[src/sv/nct_pkg.sv]
// ----------------------------------------------------------------------------
// nct_pkg: shared types, widths and helpers for the narrow-phase pair test
// Fixed-point formats, the pair selector codes and the sideband that runs
// alongside the square-root and divider pipelines.
// ----------------------------------------------------------------------------
package nct_pkg;

    localparam int COORD_BITS  = 20;
    localparam int VEC_BITS    = 3 * COORD_BITS;
    localparam int NORM_FRAC   = 18;
    localparam int XP_BITS     = 8;
    localparam int DIFF_BITS   = COORD_BITS + 1;
    localparam int SQ_BITS     = 2 * DIFF_BITS;
    localparam int RAD_BITS    = SQ_BITS + 2 * XP_BITS;
    localparam int ROOT_BITS   = RAD_BITS / 2;
    localparam int QUO_BITS    = NORM_FRAC + 1;
    localparam int DIVND_BITS  = COORD_BITS + NORM_FRAC + XP_BITS + 1;
    localparam int SQRT_STAGES = ROOT_BITS;
    localparam int DIV_STAGES  = QUO_BITS + 1;
    localparam int SAT_IN_BITS = 48;

    localparam logic signed [SAT_IN_BITS-1:0] SAT_HI =
        (48'sd1 <<< (COORD_BITS - 1)) - 48'sd1;
    localparam logic signed [SAT_IN_BITS-1:0] SAT_LO = -SAT_HI - 48'sd1;

    typedef enum logic [1:0] {
        FUNC_SPH_SPH   = 2'd0,
        FUNC_SPH_PLANE = 2'd1,
        FUNC_BOX_BOX   = 2'd2,
        FUNC_SPH_BOX   = 2'd3
    } func_t;

    typedef logic signed [COORD_BITS-1:0] coord_t;
    typedef logic [VEC_BITS-1:0]          vec_t;

    // per-item results known early, plus what the back end still needs
    typedef struct packed {
        func_t                       func;
        logic                        early_hit;
        vec_t                        pos;
        vec_t                        norm;
        coord_t                      dep;
        vec_t                        ap;
        coord_t                      ra;
        logic signed [DIFF_BITS-1:0] rsum;
    } side_t;

    // signs of the centre difference and the coincident-centre flag
    typedef struct packed {
        logic [2:0] sgn;
        logic       zero;
    } dir_t;

    function automatic coord_t sat_coord(input logic signed [SAT_IN_BITS-1:0] v);
        if (v > SAT_HI) begin
            return coord_t'(SAT_HI);
        end else if (v < SAT_LO) begin
            return coord_t'(SAT_LO);
        end
        return coord_t'(v);
    endfunction

    function automatic coord_t coord_of(input vec_t v, input int idx);
        return coord_t'(v[idx*COORD_BITS +: COORD_BITS]);
    endfunction

    function automatic vec_t pack3(input coord_t x, input coord_t y, input coord_t z);
        return {z, y, x};
    endfunction

endpackage

[src/sv/nct_sqrt.sv]
// ----------------------------------------------------------------------------
// nct_sqrt: pipelined integer square root
// One result bit per stage of floor(sqrt(sqlen * 2^16)).
// ----------------------------------------------------------------------------
module nct_sqrt (
    input  logic                             aclk,
    input  logic                             aresetn,
    input  logic                             en,
    input  logic                             in_valid,
    input  logic [nct_pkg::SQ_BITS-1:0]      sqlen,
    output logic                             out_valid,
    output logic [nct_pkg::ROOT_BITS-1:0]    root
);
    import nct_pkg::*;

    logic                v_reg [SQRT_STAGES];
    logic [RAD_BITS-1:0] x_reg [SQRT_STAGES], x_next [SQRT_STAGES];
    logic [RAD_BITS:0]   r_reg [SQRT_STAGES], r_next [SQRT_STAGES];

    always_comb begin
        logic [RAD_BITS-1:0] x_in;
        logic [RAD_BITS:0]   r_in, bitv, trial;
        for (int k = 0; k < SQRT_STAGES; k++) begin
            if (k == 0) begin
                x_in = {sqlen, {(2*XP_BITS){1'b0}}};
                r_in = '0;
            end else begin
                x_in = x_reg[k-1];
                r_in = r_reg[k-1];
            end
            bitv  = (RAD_BITS+1)'(1) << (2 * (ROOT_BITS - 1 - k));
            trial = r_in + bitv;
            if ({1'b0, x_in} >= trial) begin
                x_next[k] = x_in - trial[RAD_BITS-1:0];
                r_next[k] = (r_in >> 1) + bitv;
            end else begin
                x_next[k] = x_in;
                r_next[k] = r_in >> 1;
            end
        end
    end

    always_ff @(posedge aclk) begin
        if (!aresetn) begin
            for (int k = 0; k < SQRT_STAGES; k++) begin
                v_reg[k] <= 1'b0;
            end
        end else if (en) begin
            v_reg[0] <= in_valid;
            for (int k = 1; k < SQRT_STAGES; k++) begin
                v_reg[k] <= v_reg[k-1];
            end
        end
    end

    always_ff @(posedge aclk) begin
        if (en) begin
            x_reg <= x_next;
            r_reg <= r_next;
        end
    end

    assign out_valid = v_reg[SQRT_STAGES-1];
    assign root      = r_reg[SQRT_STAGES-1][ROOT_BITS-1:0];

endmodule

[config.mk]
export PLATFORM = sky130hd
export DESIGN_NAME = nct_sqrt
export DESIGN_NICKNAME = d
export VERILOG_FILES = /design/src/sv/nct_pkg.sv /design/src/sv/nct_sqrt.sv
export SDC_FILE = /design/constraint.sdc
export NUM_CORES = 2
export LEC_CHECK = 0
export BUFFER_PORTS_ARGS = -buffer_cell sky130_fd_sc_hd__buf_2
export CORE_MARGIN = 2
export CORE_UTILIZATION = 58
export DETAILED_ROUTE_END_ITERATION = 6
export PLACE_DENSITY_LB_ADDON = 0.3
export SYNTH_ARGS = -nofsm -noshare
export SYNTH_HDL_FRONTEND = slang
export SYNTH_SLANG_ARGS = --single-unit
[constraint.sdc]
create_clock -name aclk -period 4.2 [get_ports aclk]
set_clock_uncertainty 0.1 [all_clocks]
set_input_delay 0.21 -clock aclk [delete_from_list [all_inputs] [get_ports aclk]]
set_output_delay 0.21 -clock aclk [all_outputs]
set_load 0.02 [all_outputs]
==> metrics.md <==
| Metric | Value |
|---|---|
| PortBufs | 75 |
| Peak supply drop | 0.000617 V |
| Failing checks | DRC |
| Longest Clk Path Bufs | 3 |
| Core Util, Final | 65.3% |
| Crit path max fanout | 3 |
| Top cell type's share of synthesized area | 59.3% |
| Synth Instances | 7146 |
| Syn nets | 7644 |
| Asr flop ratio synth | 0% |
| Nets | 7920 |
| Initial antenna violation count | 5 |
| Final Slew Violations | 0 |
| Clk pin slew, worst setup/hold paths | 0.06 ns |
| Vias | 56700 |
| FP Rows | 140 |
| Placed insts | 9076 |
| Clock Latency Late Sink | 0.82 ns |
| Slack of the critical path | 0.217 ns |
| CP endpoint kind | register |
| Syn avg cell area | 12.0 um^2 |
| Max Fclk | 0.251 GHz |
| Largest register FFs | 1225 |
| Worst r2r path cells | 12 |
| Via density | 5.98 |
| Critical path arrival | 4.42 ns |
| Share of layout cells above drive strength 1 | 7.28% |
| Die Ht | 388 um |
| P&R area growth vs syn | 11.5% |
| Kind of critical path | register to register |
| Pleak | 36.6 nW |
| Hold depth | 3 |
| Final period util | 94.8% |
| Cell area after synthesis | 85400 um^2 |
| Fin. Hold Viols | 0 |
| CTS Root Cell | clkbuf_16 |
| Hold WC Path Type | input port to register |
| Count of final setup violators | 0 |
| Synthesis-stage register bit count | 1689 |
| PD cells | 531 nW/um^2 |
| H-tree lvl count | 4 |
| Overall power | 0.0506 W |
| CTS tree | built |
| CP Launch Type | register |
| Post-route antenna net violation count | 0 |
| Num CTS Buffers | 174 |
| DRT Wirelength | 190 mm |
| Final Wtd Congestion | 0.935 |
| Die area | 150000 um^2 |
| Core area | 146000 um^2 |
| Crit path required time | 4.63 ns |
| # fillers | 10600 |
| WL/cell | 20.0 um |
| Drt initial violations | 4840 |
| Die width | 388 um |
| Max-cap violations | 0 |
| Area leader, netlist | edfxtp_1 |
| Diodes inserted | 0 |
| Final min period | 3.98 ns |
| GRT Total Usage | 24.9% |
| First-pass GRT wire length | 300 mm |
| Status | complete, but fails checks |
| Top_reg_cell synth | edfxtp_1 |
| EDFF count, synth | 1688 |
| Tightest Pin Transition | 1.10 ns |
| DR pass1 iterations | 7 |
| Post-Layout Cell Count | 9482 |
| Sink Count | 1689 |
| IO Pins | 76 |
| Top cells by area, synth | edfxtp_1 59%, ha_1 6.5%, xor2_1 3.6% |
| Initial core utilization | 58.5% |
| Post-route DRC violation count | 2 |
| Number of global-route vias before repair | 55500 |
| Rel. slew slack | 26.3% |
| Largest net degree at the start of global routing | 147 |
| Synth Warn # | 0 |
| Distinct cell type count after synthesis | 95 |
| Setup tns final | 0 ns |
| Placed wire-length estimate | 136 mm |
| Sequential-to-total area share from yosys stat | 59.4% |
| Dpl ws | 0.0634 ns |
| Gr ovfl total | 0 |
==> placed cells by master, fill, tap and decap left out, drive strengths merged, types with 25 or more instances in the layout <==
master	n
o31ai	32
nor2	479
nor3	220
nand2b	81
a31oi	40
o21ai	368
o21bai	43
and3	45
ha	445
buf	160
edfxtp	1688
a21o	161
nor2b	64
and2	39
or4	54
clkinv	87
a211oi	32
a21oi	428
nand4	87
dlygate4sd3	87
or2	34
nor4	193
xor2	349
or3	70
inv	577
xnor2	332
nand2	523
nand3b	25
clkbuf	202
o211ai	36
nand3	136
mux2	61
o21a	83
==> Yosys cell counts (all sizes together) (11+ instances only) <==
cell type  number
and4           13
and2           39
a21o          161
nor3b          15
nor2          479
o21bai         43
or4            54
o31a           14
a311oi         14
or3            70
buf            22
nor4          193
inv           573
a211oi         32
nand3         136
o21a           83
a2111oi        12
mux2           61
o21ai         368
o31ai          32
clkbuf        125
nor4b          21
a21boi         20
mux2i          11
nand4          87
edfxtp       1688
xnor2         332
o2111ai        11
o211ai         36
nand4b         15
nand3b         25
a31oi          40
nand2         523
ha            445
a21oi         428
nand2b         81
and3           45
nor2b          64
nor3          220
a211o          16
xor2          349
or2            34
==> stage by stage <==
step	instance area, um^2	hold slack, ns
after floorplan	85400	0.209
after global placement	88500	0.287
after detailed placement	88500	0.288
after CTS	95200	0.0389
after global routing	95300	0.112
final	95300	0.129
==> metal layers <==
| metal | wire length [um] | global-route usage [%] | vias to the layer above |
|---|---|---|---|
| met4 | 4700 | 7.32 | 4 |
| met3 | 10900 | 3.63 | 343 |
| met2 | 92300 | 41.7 | 1707 |
| met5 | 34 | 0 | - |
| met1 | 81700 | 33.9 | 27700 |
| li1 | - | - | 27000 |
==> power by group <==
| part | internal, W | switching [W] | total, W |
|---|---|---|---|
| Sequential | 0.0216 | 0.00187 | 0.0235 |
| Combinational | 0.00474 | 0.00658 | 0.0113 |
| Clock | 0.00904 | 0.00672 | 0.0158 |
==> cell families (layout without fill, tap and decap cells) <==
group                      count (synthesis)  count (layout)  share of synthesized area, %
and+or+nand+nor                         2130            2130                          12.6
adders and majority gates                452             452                          6.68
buffers and inverters                    721            1140                          3.24
muxes                                     72              72                         0.942
DFF                                     1689            1689                          59.4
xor gates and xnor gates                 681             681                          6.98
AOI/OAI and AO/OA                       1401            1401                          10.2
==> path summary, 6_finish.rpt <==
| check | start | endpoint | slack [ns] |
|---|---|---|---|
| setup / recovery | x_reg[480] | x_reg[458] | 0.22 |
| hold / removal | sqlen[40] | x_reg[1680] | 0.13 |
| setup reg to reg | x_reg[480] | x_reg[458] | 0.22 |
| hold reg to reg | x_reg[1547] | x_reg[1489] | 0.33 |
==> repair_timing <==
item / 4_1_cts / 5_1_grt
gates resized for setup: 0 / 7
setup buffers: 0 / 0
endpoints found under the hold margin: 142 / 0
endpoints found under the setup margin: 0 / 8
hold buffers: 87 / 0
==> layout make-up <==
type | instances | area, um^2 | area share (%)
sequential | 1689 | 50700 | 53.2
multi-input combinational | 4736 | 32000 | 33.6
clock buffer | 202 | 4480 | 4.70
tap | 1917 | 2400 | 2.52
inverter | 574 | 2160 | 2.26
timing repair buffer | 247 | 2100 | 2.20
clock inverter | 117 | 1410 | 1.48
==> worst max-delay path, cell delays in order (launching register included) <==
cell       delay [ns]
edfxtp_1         0.40
ha_1             0.24
fa_1             0.41
a21o_1           0.23
a311oi_1         0.43
o21ai_0          0.25
o31ai_1          0.32
buf_4            0.18
nor3_1           0.08
o21ai_0          0.26
nor4_1           0.12
a2111oi_1        0.55
xor2_1           0.12
(Power assumes the default switching activity.)
